**config.mk**
```make
export PLATFORM = sky130hd
export DESIGN_NAME = texture_tile_planner_core
export DESIGN_NICKNAME = d
export VERILOG_FILES = /design/src/hdl/ttp_pkg.sv /design/src/hdl/ttp_axis.sv /design/src/hdl/texture_tile_planner_core.sv
export VERILOG_INCLUDE_DIRS = /design/src /design/src/hdl
export SDC_FILE = /design/constraint.sdc
export NUM_CORES = 2
export LEC_CHECK = 0
export BUFFER_PORTS_ARGS = -buffer_cell sky130_fd_sc_hd__buf_2
export CORE_AREA = 8 8 330 364
export CTS_BUF_LIST = sky130_fd_sc_hd__clkbuf_16
export CTS_CLUSTER_SIZE = 28
export DETAILED_ROUTE_END_ITERATION = 7
export DIE_AREA = 0 0 338 372
export PLACE_DENSITY_LB_ADDON = 0.15
export SKIP_CTS_REPAIR_TIMING = 1
export SLEW_MARGIN = 15
export SYNTH_ARGS = -nofsm -noshare
export SYNTH_HDL_FRONTEND = slang
export SYNTH_SLANG_ARGS = --single-unit
```
**constraint.sdc**
```tcl
create_clock -name clk -period 37.9 [get_ports clk]
set_clock_uncertainty 0.05 [all_clocks]
set_input_delay 5.685 -clock clk [delete_from_list [all_inputs] [get_ports clk]]
set_output_delay 5.685 -clock clk [all_outputs]
set_load 0.005 [all_outputs]
```
**src/hdl/texture_tile_planner_core_macros.svh**
```systemverilog
// Assertion macros shared by the texture tile planner RTL.
`ifndef TEXTURE_TILE_PLANNER_CORE_MACROS_SVH
`define TEXTURE_TILE_PLANNER_CORE_MACROS_SVH

// Checks a property at every rising clock edge outside reset.
`define TTP_ASSERT(lbl, prop, msg) \
	lbl: assert property (@(posedge clk) disable iff (!arst_n) (prop)) else $error(msg);

// Checks that a condition leads to a consequence in the next cycle.
`define TTP_ASSERT_NEXT(lbl, ante, cons, msg) \
	lbl: assert property (@(posedge clk) disable iff (!arst_n) (ante) |=> (cons)) \
		else $error(msg);

`endif

```
**src/hdl/ttp_pkg.sv**
```systemverilog
// Shared widths, types and helper functions of the texture tile planner.
package ttp_pkg;

	// Field widths.
	localparam int DIM_W = 14;
	localparam int IDX_W = 13;
	localparam int TS_W = 13;
	localparam int SH_W = 4;
	localparam int REM_W = TS_W - 1;

	// Divider organization: two quotient bits per stage.
	localparam int STEPS_PER_STG = 2;
	localparam int DIV_STG = DIM_W / STEPS_PER_STG;

	// Tile size limits as shift amounts, and the reset value.
	localparam int TS_MIN_SH = 2;
	localparam int TS_MAX_SH = 12;
	localparam logic [SH_W-1:0] TILE_RESET_SH = SH_W'(8);

	// Control shared by both axis pipelines.
	typedef struct packed {
		logic ce;
		logic [SH_W-1:0] tshift;
	} pipe_ctl_t;

	// Plan of one axis.
	typedef struct packed {
		logic [DIM_W-1:0] count;
		logic [DIM_W-1:0] start;
		logic [TS_W-1:0] len;
		logic [TS_W-1:0] tex;
		logic t0;
		logic [TS_W-1:0] t1;
	} axis_res_t;

	// Effective tile size as a shift: clamped to the legal range and
	// rounded down to the power of two of the highest set bit.
	function automatic logic [SH_W-1:0] tile_shift(input logic [TS_W-1:0] raw);
		logic [SH_W-1:0] sh;
		sh = SH_W'(TS_MIN_SH);
		for (int j = TS_MIN_SH; j <= TS_MAX_SH; j++) begin
			if (raw[j]) sh = SH_W'(j);
		end
		return sh;
	endfunction

	// Smallest power of two strictly above a nonzero remainder.
	function automatic logic [TS_W-1:0] pow2_above(input logic [REM_W-1:0] r);
		logic [TS_W-1:0] p;
		p = TS_W'(1);
		for (int j = 0; j < REM_W; j++) begin
			if (r[j]) p = TS_W'(1) << (j + 1);
		end
		return p;
	endfunction

endpackage

```
**src/hdl/ttp_axis.sv**
```systemverilog
// Pipelined tile plan of one image axis: divider, clamp, multiply, fields.
module ttp_axis (
	input  logic                              clk,
	input  ttp_pkg::pipe_ctl_t                ctl,
	input  logic [ttp_pkg::DIM_W-1:0]         dim,
	input  logic [ttp_pkg::IDX_W-1:0]         req,
	output ttp_pkg::axis_res_t                res
);

	localparam int NS = ttp_pkg::DIV_STG;

	logic [ttp_pkg::TS_W-1:0]  t_full;
	logic [ttp_pkg::REM_W-1:0] u;

	// Divider stage registers, one entry per stage.
	logic [ttp_pkg::DIM_W-1:0] d_s   [1:NS];
	logic [ttp_pkg::IDX_W-1:0] req_s [1:NS];
	logic [ttp_pkg::REM_W-1:0] rem_s [1:NS];
	logic [ttp_pkg::DIM_W-1:0] quo_s [1:NS];

	// Clamp stage.
	logic [ttp_pkg::DIM_W-1:0] n_nx;
	logic [ttp_pkg::DIM_W-1:0] nm1_nx;
	logic [ttp_pkg::IDX_W-1:0] i_nx;
	logic [ttp_pkg::DIM_W-1:0] n_s8;
	logic [ttp_pkg::IDX_W-1:0] i_s8;
	logic [ttp_pkg::DIM_W-1:0] d_s8;
	logic [ttp_pkg::TS_W-1:0]  edge_s8;
	logic                      first_s8;
	logic                      last_s8;

	// Multiply stage.
	logic [ttp_pkg::DIM_W-1:0] n_s9;
	logic [ttp_pkg::DIM_W-1:0] d_s9;
	logic [ttp_pkg::DIM_W-1:0] prod_s9;
	logic [ttp_pkg::TS_W-1:0]  edge_s9;
	logic                      first_s9;
	logic                      last_s9;

	// Field stage.
	logic [ttp_pkg::DIM_W-1:0] dm;
	logic [ttp_pkg::TS_W-1:0]  len_base;
	ttp_pkg::axis_res_t        res_nx;
	ttp_pkg::axis_res_t        res_s10;

	// Tile edge and useful span per tile.
	assign t_full = ttp_pkg::TS_W'(1) << ctl.tshift;
	assign u = ttp_pkg::REM_W'(t_full - ttp_pkg::TS_W'(2));

	// Restoring division of the dimension by the useful span.
	for (genvar k = 0; k < NS; k++) begin : g_div
		logic [ttp_pkg::DIM_W-1:0] d_in;
		logic [ttp_pkg::IDX_W-1:0] req_in;
		logic [ttp_pkg::REM_W-1:0] rem_in;
		logic [ttp_pkg::DIM_W-1:0] quo_in;
		logic [ttp_pkg::REM_W-1:0] rem_nx;
		logic [ttp_pkg::DIM_W-1:0] quo_nx;
		logic [ttp_pkg::REM_W:0]   trial;

		// The first stage starts from the incoming request.
		if (k == 0) begin : g_in
			assign d_in   = dim;
			assign req_in = req;
			assign rem_in = '0;
			assign quo_in = '0;
		end else begin : g_in
			assign d_in   = d_s[k];
			assign req_in = req_s[k];
			assign rem_in = rem_s[k];
			assign quo_in = quo_s[k];
		end

		always_comb begin
			rem_nx = rem_in;
			quo_nx = quo_in;
			trial  = '0;
			for (int j = 0; j < ttp_pkg::STEPS_PER_STG; j++) begin
				trial = {rem_nx, d_in[ttp_pkg::DIM_W-1-(k*ttp_pkg::STEPS_PER_STG+j)]};
				if (trial >= {1'b0, u}) begin
					rem_nx = ttp_pkg::REM_W'(trial - {1'b0, u});
					quo_nx = {quo_nx[ttp_pkg::DIM_W-2:0], 1'b1};
				end else begin
					rem_nx = trial[ttp_pkg::REM_W-1:0];
					quo_nx = {quo_nx[ttp_pkg::DIM_W-2:0], 1'b0};
				end
			end
		end

		always_ff @(posedge clk) begin
			if (ctl.ce) begin
				d_s[k+1]   <= d_in;
				req_s[k+1] <= req_in;
				rem_s[k+1] <= rem_nx;
				quo_s[k+1] <= quo_nx;
			end
		end
	end

	// Tile count and the clamped tile index.
	always_comb begin
		n_nx   = quo_s[NS] + ttp_pkg::DIM_W'(rem_s[NS] != '0);
		nm1_nx = n_nx - ttp_pkg::DIM_W'(1);
		if ({1'b0, req_s[NS]} > nm1_nx) begin
			i_nx = nm1_nx[ttp_pkg::IDX_W-1:0];
		end else begin
			i_nx = req_s[NS];
		end
	end

	always_ff @(posedge clk) begin
		if (ctl.ce) begin
			n_s8     <= n_nx;
			i_s8     <= i_nx;
			d_s8     <= d_s[NS];
			edge_s8  <= (rem_s[NS] == '0) ? t_full : ttp_pkg::pow2_above(rem_s[NS]);
			first_s8 <= (i_nx == '0);
			last_s8  <= ({1'b0, i_nx} == nm1_nx);
		end
	end

	// Offset of the tile: index times useful span.
	always_ff @(posedge clk) begin
		if (ctl.ce) begin
			n_s9     <= n_s8;
			d_s9     <= d_s8;
			prod_s9  <= {1'b0, i_s8} * {2'b00, u};
			edge_s9  <= edge_s8;
			first_s9 <= first_s8;
			last_s9  <= last_s8;
		end
	end

	// Source rectangle, texture size and texel span.
	always_comb begin
		dm = d_s9 - prod_s9;
		len_base = last_s9 ? dm[ttp_pkg::TS_W-1:0] : {1'b0, u};
		res_nx.count = n_s9;
		res_nx.start = first_s9 ? '0 : prod_s9 - ttp_pkg::DIM_W'(1);
		res_nx.len = len_base + ttp_pkg::TS_W'(2) - ttp_pkg::TS_W'(first_s9)
			- ttp_pkg::TS_W'(last_s9);
		res_nx.tex = last_s9 ? edge_s9 : t_full;
		res_nx.t0 = !first_s9;
		if (first_s9 && !last_s9) begin
			res_nx.t1 = {1'b0, u};
		end else if (!last_s9) begin
			res_nx.t1 = t_full - ttp_pkg::TS_W'(1);
		end else begin
			res_nx.t1 = dm[ttp_pkg::TS_W-1:0];
		end
	end

	always_ff @(posedge clk) begin
		if (ctl.ce) begin
			res_s10 <= res_nx;
		end
	end

	assign res = res_s10;

endmodule

```
**src/hdl/texture_tile_planner_core.sv**
```systemverilog
// Texture tile planner top level: stream ports, tile size register, output buffer.
//
// Usage: a request on the s_axis channel gives an image width and height and a
// tile column and row; one result per request leaves on m_axis, in order. The
// result holds the tile counts, the source rectangle including its one-texel
// border, the texture size and the used texel span for each axis. The tile size
// register is written through cfg_we/cfg_wdata; the user must do so only while
// no request is in flight, which the block does not enforce. The pipeline has
// seven divider stages of two quotient bits each, a clamp stage, a multiply
// stage, a field stage and the output register. Throughput is one request per
// cycle unless stalled. A stalled receiver holds the output register; a skid
// register takes one more result, and only then does s_axis_tready drop, so
// nothing is lost or repeated. Reset clears all valid bits and loads a tile size
// of 256. A zero width or height gives a result with every field zero.
`include "texture_tile_planner_core_macros.svh"

module texture_tile_planner_core (
	input  logic         clk,
	input  logic         arst_n,
	input  logic         cfg_we,
	input  logic [12:0]  cfg_wdata,      // tile_size
	input  logic         s_axis_tvalid,
	output logic         s_axis_tready,
	input  logic [55:0]  s_axis_tdata,   // img_width, img_height, tile_col, tile_row, pad
	output logic         m_axis_tvalid,
	input  logic         m_axis_tready,
	output logic [135:0] m_axis_tdata    // tiles_across, tiles_down, src_x, src_y,
	                                     // src_w, src_h, tex_w, tex_h, texel_x0,
	                                     // texel_x1, texel_y0, texel_y1
);

	localparam int LAT = ttp_pkg::DIV_STG + 3;

	logic [ttp_pkg::SH_W-1:0] tshift_q;
	ttp_pkg::pipe_ctl_t       ctl;
	logic [LAT:1]             vld_s;
	logic [LAT:1]             zero_s;
	ttp_pkg::axis_res_t       res_x;
	ttp_pkg::axis_res_t       res_y;
	logic [135:0]             pipe_data;
	logic [135:0]             out_q;
	logic                     out_vld_q;
	logic [135:0]             skid_q;
	logic                     skid_vld_q;

	// Tile size register, kept as a clamped shift amount.
	always_ff @(posedge clk or negedge arst_n) begin
		if (!arst_n) begin
			tshift_q <= ttp_pkg::TILE_RESET_SH;
		end else if (cfg_we) begin
			tshift_q <= ttp_pkg::tile_shift(cfg_wdata);
		end
	end

	// The pipeline advances while the skid register is free.
	assign ctl.ce     = !skid_vld_q;
	assign ctl.tshift = tshift_q;
	assign s_axis_tready = ctl.ce;

	// Valid and zero-size flags travel beside the axis pipelines.
	always_ff @(posedge clk or negedge arst_n) begin
		if (!arst_n) begin
			vld_s <= '0;
		end else if (ctl.ce) begin
			vld_s <= {vld_s[LAT-1:1], s_axis_tvalid};
		end
	end

	always_ff @(posedge clk) begin
		if (ctl.ce) begin
			zero_s <= {zero_s[LAT-1:1],
				(s_axis_tdata[13:0] == '0) || (s_axis_tdata[27:14] == '0)};
		end
	end

	// One pipeline per axis.
	ttp_axis u_axis_x (
		.clk (clk),
		.ctl (ctl),
		.dim (s_axis_tdata[13:0]),
		.req (s_axis_tdata[40:28]),
		.res (res_x)
	);

	ttp_axis u_axis_y (
		.clk (clk),
		.ctl (ctl),
		.dim (s_axis_tdata[27:14]),
		.req (s_axis_tdata[53:41]),
		.res (res_y)
	);

	// Pack the result, forcing zeros for an empty image.
	always_comb begin
		if (zero_s[LAT]) begin
			pipe_data = '0;
		end else begin
			pipe_data = {res_y.t1, res_y.t0, res_x.t1, res_x.t0, res_y.tex, res_x.tex,
				res_y.len, res_x.len, res_y.start, res_x.start, res_y.count, res_x.count};
		end
	end

	// Output register with a skid register behind it.
	always_ff @(posedge clk or negedge arst_n) begin
		if (!arst_n) begin
			out_vld_q  <= 1'b0;
			skid_vld_q <= 1'b0;
		end else if (!out_vld_q || m_axis_tready) begin
			if (skid_vld_q) begin
				out_vld_q  <= 1'b1;
				skid_vld_q <= 1'b0;
			end else begin
				out_vld_q <= vld_s[LAT];
			end
		end else if (vld_s[LAT] && ctl.ce) begin
			skid_vld_q <= 1'b1;
		end
	end

	always_ff @(posedge clk) begin
		if (!out_vld_q || m_axis_tready) begin
			out_q <= skid_vld_q ? skid_q : pipe_data;
		end else if (vld_s[LAT] && ctl.ce) begin
			skid_q <= pipe_data;
		end
	end

	assign m_axis_tvalid = out_vld_q;
	assign m_axis_tdata  = out_q;

	// The skid register only fills behind a full output register.
	`TTP_ASSERT(a_skid_behind_out, !skid_vld_q || out_vld_q, "skid full with output empty")

	// A result arriving at a stalled output is parked in the skid register.
	`TTP_ASSERT_NEXT(a_skid_catch, out_vld_q && !m_axis_tready && vld_s[LAT] && !skid_vld_q, skid_vld_q, "result dropped at stalled output")

	// A parked result does not change while the output stays stalled.
	`TTP_ASSERT_NEXT(a_skid_hold, skid_vld_q && !m_axis_tready, skid_vld_q && $stable(skid_q), "parked result changed")

	// A zero tile count only comes from an empty image, whose fields are all zero.
	`TTP_ASSERT(a_zero_result, !(m_axis_tvalid && m_axis_tdata[13:0] == '0) || m_axis_tdata == '0, "zero count with nonzero fields")

endmodule
```
== Yosys cells after proc, flatten, opt, wreduce, memory -nomap -nowiden ==
Memory sizes are Yosys's and may differ from the RTL's. A register that Yosys moved wholly into a read port is not among the register bits.
Index checks and enable logic that the tools add are counted.
Word-level totals
  memories: 8
  register bits after elaboration: 630
  logic and storage cells: 262
  memory bits (writable): 742
Operators by class
  add/subtract/negate cells: 44
  multipliers: 2
  shift operators: 1
  reductions and logical operators: 23
  bitwise gates (word level): 1
  equal/unequal tests: 2
  magnitude comparators: 30
  multiplexer cells: 108
Memory list
  u_axis_x.d_s: depth 7, bits a word 14, read ports 7, clocked after Yosys merged registers in 1, wr ports 7, line ttp_axis.sv:16  | logic [ttp_pkg::DIM_W-1:0] d_s [1:NS];
  u_axis_x.quo_s: depth 7, bits a word 14, read ports 7, clocked after Yosys merged registers in 0, wr ports 7, line ttp_axis.sv:19  | logic [ttp_pkg::DIM_W-1:0] quo_s [1:NS];
  u_axis_y.d_s: depth 7, bits a word 14, read ports 7, clocked after Yosys merged registers in 1, wr ports 7, line ttp_axis.sv:16
  u_axis_y.quo_s: depth 7, bits a word 14, read ports 7, clocked after Yosys merged registers in 0, wr ports 7, line ttp_axis.sv:19
  u_axis_x.req_s: depth 7, bits a word 13, read ports 7, clocked after Yosys merged registers in 0, wr ports 7, line ttp_axis.sv:17  | logic [ttp_pkg::IDX_W-1:0] req_s [1:NS];
  u_axis_y.req_s: depth 7, bits a word 13, read ports 7, clocked after Yosys merged registers in 0, wr ports 7, line ttp_axis.sv:17
  2 more memories
Operator list (count)
  $mux W12: 32
  $ge A13 B12 Y1: 26
  $sub A12 B12 Y12: 26
  $mux W136: 2
  $mux W13: 12
  $sub A14 B1 Y14 const B: 4
  $sub A13 B1 Y13: 4
  $mux W4: 11
  $mux W1: 33
  $add A14 B1 Y14: 2
  $eq A13 B14 Y1: 2
  $gt A13 B14 Y1: 2
  $logic_not A14 Y1: 2
  $mul A13 B12 Y14: 2
  $add A13 B2 Y13 const B: 2
  $logic_not A13 Y1: 2
  $sub A13 B13 Y13: 2
  $ge A1 B12 Y1: 2
  $logic_not A12 Y1: 2
  $reduce_bool A12 Y1: 2
  $sub A1 B12 Y12: 2
  $mux W11: 2
  $mux W10: 2
  $mux W9: 2
  15 further kinds: 31

== Depth between registers and ports, before layout ==
An unclocked memory read counts as a cell.
  depth in word-level cells: 14
  mapped depth: 35
  depth with buffers taken out: 29

== Modules after synthesis ==
A second synthesis with hierarchy kept.
Unflattened totals
  cells, all modules: 5898
  area total of the unflattened synthesis: 72935.0 um^2
By module, submodules not included
  ttp_axis at u_axis_y: cells an instance 2663, area each 30937.2 um^2, instances 1, seq. area each 15044.4 um^2
  ttp_axis at u_axis_x: cells an instance 2584, area each 29772.3 um^2, instances 1, seq. area each 15044.4 um^2
  texture_tile_planner_core: cells an instance 651, area each 12225.5 um^2, instances 1, seq. area each 8869.8 um^2

== Worst setup path after synthesis ==
Ideal clock, no wire load.
  kind: reg2out
  start point: reg skid_vld_q
  end point: out s_axis_tready
  stages on the path, launching flop included: 4
  arrival: 28259 ps
  slack: 3906 ps
  cells stage by stage: dfrtp_1 -> inv_1 -> clkbuf_1 -> clkbuf_1
Between the ends
  word-level cells in the longest chain between the ends: 1
Ends and longest elaborated chain
  start: declaration: line texture_tile_planner_core.sv:44  | logic skid_vld_q;
  start signal: assignment: line texture_tile_planner_core.sv:107  | skid_vld_q <= 1'b0;
  start signal: assignment: line texture_tile_planner_core.sv:111  | skid_vld_q <= 1'b0;
  start signal: assignment: line texture_tile_planner_core.sv:116  | skid_vld_q <= 1'b1;
  $logic_not A1 Y1: line texture_tile_planner_core.sv:56  | assign ctl.ce = !skid_vld_q;
  end: declaration: line texture_tile_planner_core.sv:23  | output logic s_axis_tready,
Every way passes these cells.

==> metrics.md <==
| Metric | Value |
|---|---|
| Worst setup startpoint | `tshift_q[1]` |
| Synth Area in XOR/XNOR | `4.989%` |
| Max Cap Viol | `0` |
| CTS Root Cell | `clkbuf_16` |
| Final setup fails | `0` |
| RSZ-0062 raised after global routing | `no` |
| FF-to-FF path depth | `27` |
| Fin crit share | `26.04%` |
| Status | `finished, final reports clean` |
| CORE AREA | `113,700 µm²` |
| Vert. Die Dim | `372 µm` |
| Mapped cell area | `71,100 µm²` |
| Initial core utilization | `62.54%` |
| Least-Margin Pin Slew | `1138 ps` |
| Yosys top cell area share | `54.23%` |
| Synthesized flop and latch total | `1,300` |
| CTS H-tree depth | `4` |
| Vias in the first global route | `43,707` |
| Multiplexer share of the synthesized area | `6.368%` |
| DRT Pass-1 Iters | `6` |
| Post-Synth Adder-Cell Area | `12.35%` |
| Max transition margin | `24.16%` |
| Cell Rows | `130` |
| Area of the multi-input gates | `29,850 µm²` |
| Final Wtd Congestion | `0.9230` |
| First-pass GRT wire length | `238,900 µm` |
| Fin. max-slew vios | `0` |
| Residual DRC count | `0` |
| Cell family with the largest share of critical-path delay | `compound AO/OA/AOI/OAI gates` |
| Worst Setup Start Kind | `flip-flop` |
| Routed Antenna Nets | `0` |
| Ys async rst share | `1.231%` |
| Vias post-DR | `43,750` |
| IO Count | `212` |
| Via/cell ratio | `5.806` |
| Worst EP arrival | `10,330 ps` |
| Area Overhead vs Synth | `10.18%` |
| NumNets Final | `6,592` |
| CP required | `38,360 ps` |
| Compound-gate portion of the synthesized area | `8.482%` |
| Crit-path most repeated cell | `o21ai_0` |
| R2R Path Start | `tshift_q[1]` |
| Die area | `125,700 µm²` |
| FMAX | `101.3 MHz` |
| Post-Syn Instances | `5,641` |
| Ys flop type | `edfxtp_1` |
| Synth area leaders | `edfxtp_1 54%, ha_1 8.2%, mux2_2 5.5%` |
| Avg Cell Area, Syn | `12.60 µm²` |
| CTS tree | `built` |
| Delay of the slowest critical-path stage | `770 ps` |
| Routed len/inst | `20.29 µm` |
| Total clock buffers created by CTS | `134` |
| Setup TNS | `0 ps` |
| CP Max Fanout | `27` |
| Reg area | `38,960 µm²` |
| Antenna violations before repair | `1` |
| Final number of hold-violating endpoints | `0` |
| All-Layer GR Usage | `24.18%` |
| Antenna cell count | `0` |
| CP Capture Type | `flip-flop` |
| GRT overflow | `0` |
| HP Class | `reg -> reg` |
| Slowest cell on the critical path | `dfrtp_1` |
| Levels on crit path | `27` |
| Clock Tree Buf Depth | `3` |
| Largest net degree at the start of global routing | `210` |
| R2R Path End | `u_axis_x.rem_s[3][10]` |
| Share of layout cells above drive strength 1 | `14.66%` |
| Post-synthesis sequential area ratio | `54.79%` |
| Die Width | `338 µm` |
| Post-synthesis cell type count | `95` |
| WL final | `152,900 µm` |
| Synth warnings | `0` |
| Critical Path Sink | `u_axis_x.rem_s[3][10]` |
| WP buf/inv | `6` |
| Crit Path Class | `reg -> reg` |
| Skew-Pair Late Insertion Delay | `760 ps` |
| R2R Setup Slk | `28,030 ps` |
| Minimum clock period | `9868 ps` |
| Port bufs | `206` |
| DPL Wire Length | `107,900 µm` |
| Synth area leader | `edfxtp_1` |
| Simple-Gate Fraction of Synth Area | `9.765%` |
| Largest family of logic cells by synthesized area | `adder cells` |
| Clock sink count | `1,300` |
| Post-synth EDFFs | `1,284` |
| Net Count, Synth | `6,328` |
| Fillers | `7,980` |
| Iter 0 DRT Violations | `3,143` |
| Clk slew on worst S/H paths | `60 ps` |
[per-layer routing]
metal	share of wire, %	vias up	track usage, %	wire length [µm]
met2	49	1175	41.35	75380
met5	0.010	-	0	16
met4	4.0	2	10.04	6074
met3	4.7	332	3.341	7176
li1	-	21099	-	-
met1	42	21142	30.99	64220
[Yosys cell counts (10+ instances only)]
library cell and n:
nor2b_1 202, nor3_1 67, or3_1 33, a31oi_1 18, or2_2 19, fa_1 148, o21ai_0 240, buf_1 14
inv_1 449, xor2_1 120, nand4_1 64, o21a_1 37, o21bai_1 28, nand2_1 390, edfxtp_1 1284, nor4_1 35
and3_1 44, clkbuf_1 104, o31ai_1 26, xnor2_1 285, a31o_2 10, a21oi_1 254, nand2b_1 81, a21boi_0 21
dfrtp_1 15, buf_2 19, a311oi_1 13, or4_1 14, ha_1 465, and2_1 56, o41ai_1 15, nor2_1 273
mux2_2 346, nand3_1 61, a221oi_1 12, o211ai_1 10, mux2i_1 62, a21o_1 123, a211oi_1 18
[cell type report]
class | count | share of cell area [%]
inverter | 455 | 2.190
sequential | 1300 | 49.73
multi-input combinational | 3741 | 38.11
clock inverter | 112 | 1.217
tap | 1518 | 2.424
clock buffer | 136 | 4.344
timing repair buffer | 273 | 1.984
[through the flow]
step	util, %	instances	setup slack [ps]	area, µm²	hold WS [ps]
after floorplan	-	5641	3906	71100	350.3
after global placement	65.04	7283	27970	73940	350.4
after detailed placement	65.04	7284	27960	73950	354.5
after CTS	68.88	7532	28110	78310	355.6
after global routing	68.90	7535	27410	78340	370.8
final	68.90	7535	28030	78340	361.4
[sequential cells by signal, summed over array words and instances (netlist names), 56 cells and up]
register,count
u_axis_x.quo_s,56
skid_q,136
u_axis_y.d_s,91
u_axis_y.req_s,91
m_axis_tdata,136
u_axis_y.rem_s,84
u_axis_y.res,68
u_axis_x.res,68
u_axis_x.req_s,91
u_axis_x.rem_s,84
u_axis_y.quo_s,56
u_axis_x.d_s,91
[how the worst min path moves through the flow]
stage | start | endpoint | cells after the start
after floorplan | u_axis_x.d_s[7][0] | u_axis_x.d_s8[0] | 0
after global placement | u_axis_x.req_s[6][6] | u_axis_x.req_s[7][6] | 0
after detailed placement | u_axis_x.d_s[7][6] | u_axis_x.d_s8[6] | 0
after CTS | u_axis_x.edge_s8[12] | u_axis_x.edge_s9[12] | 0
after global routing | u_axis_x.d_s[4][9] | u_axis_x.d_s[5][9] | 0
final | u_axis_x.edge_s8[12] | u_axis_x.edge_s9[12] | 0
[cell families after synthesis]
| logic type | count (synthesis) |
|---|---|
| XOR/XNOR | 405 |
| buffers and inverters | 600 |
| AO/OA/AOI/OAI | 933 |
| multiplexers | 409 |
| adder cells (fa/ha/maj) | 613 |
| flip-flops | 1300 |
| AND/OR/NAND/NOR | 1381 |
[cells in the final DEF, fill, tap and decap left out, types with 56 or more instances in the layout]
cell type	n
mux2i_1	62
and2_1	56
nor3_1	67
a21oi_1	254
nand2b_1	80
mux2_2	346
nand3_1	61
nand2_1	389
buf_4	64
xnor2_1	285
nor2b_1	202
edfxtp_1	1284
fa_1	148
xor2_1	120
buf_2	206
o21ai_0	240
ha_1	464
a21o_1	123
nor2_1	272
clkbuf_16	136
nand4_1	64
inv_1	471
Power is left out: the tool's default activity adds up to more than one toggle a clock period on the data nets, which glitch-free logic cannot reach.
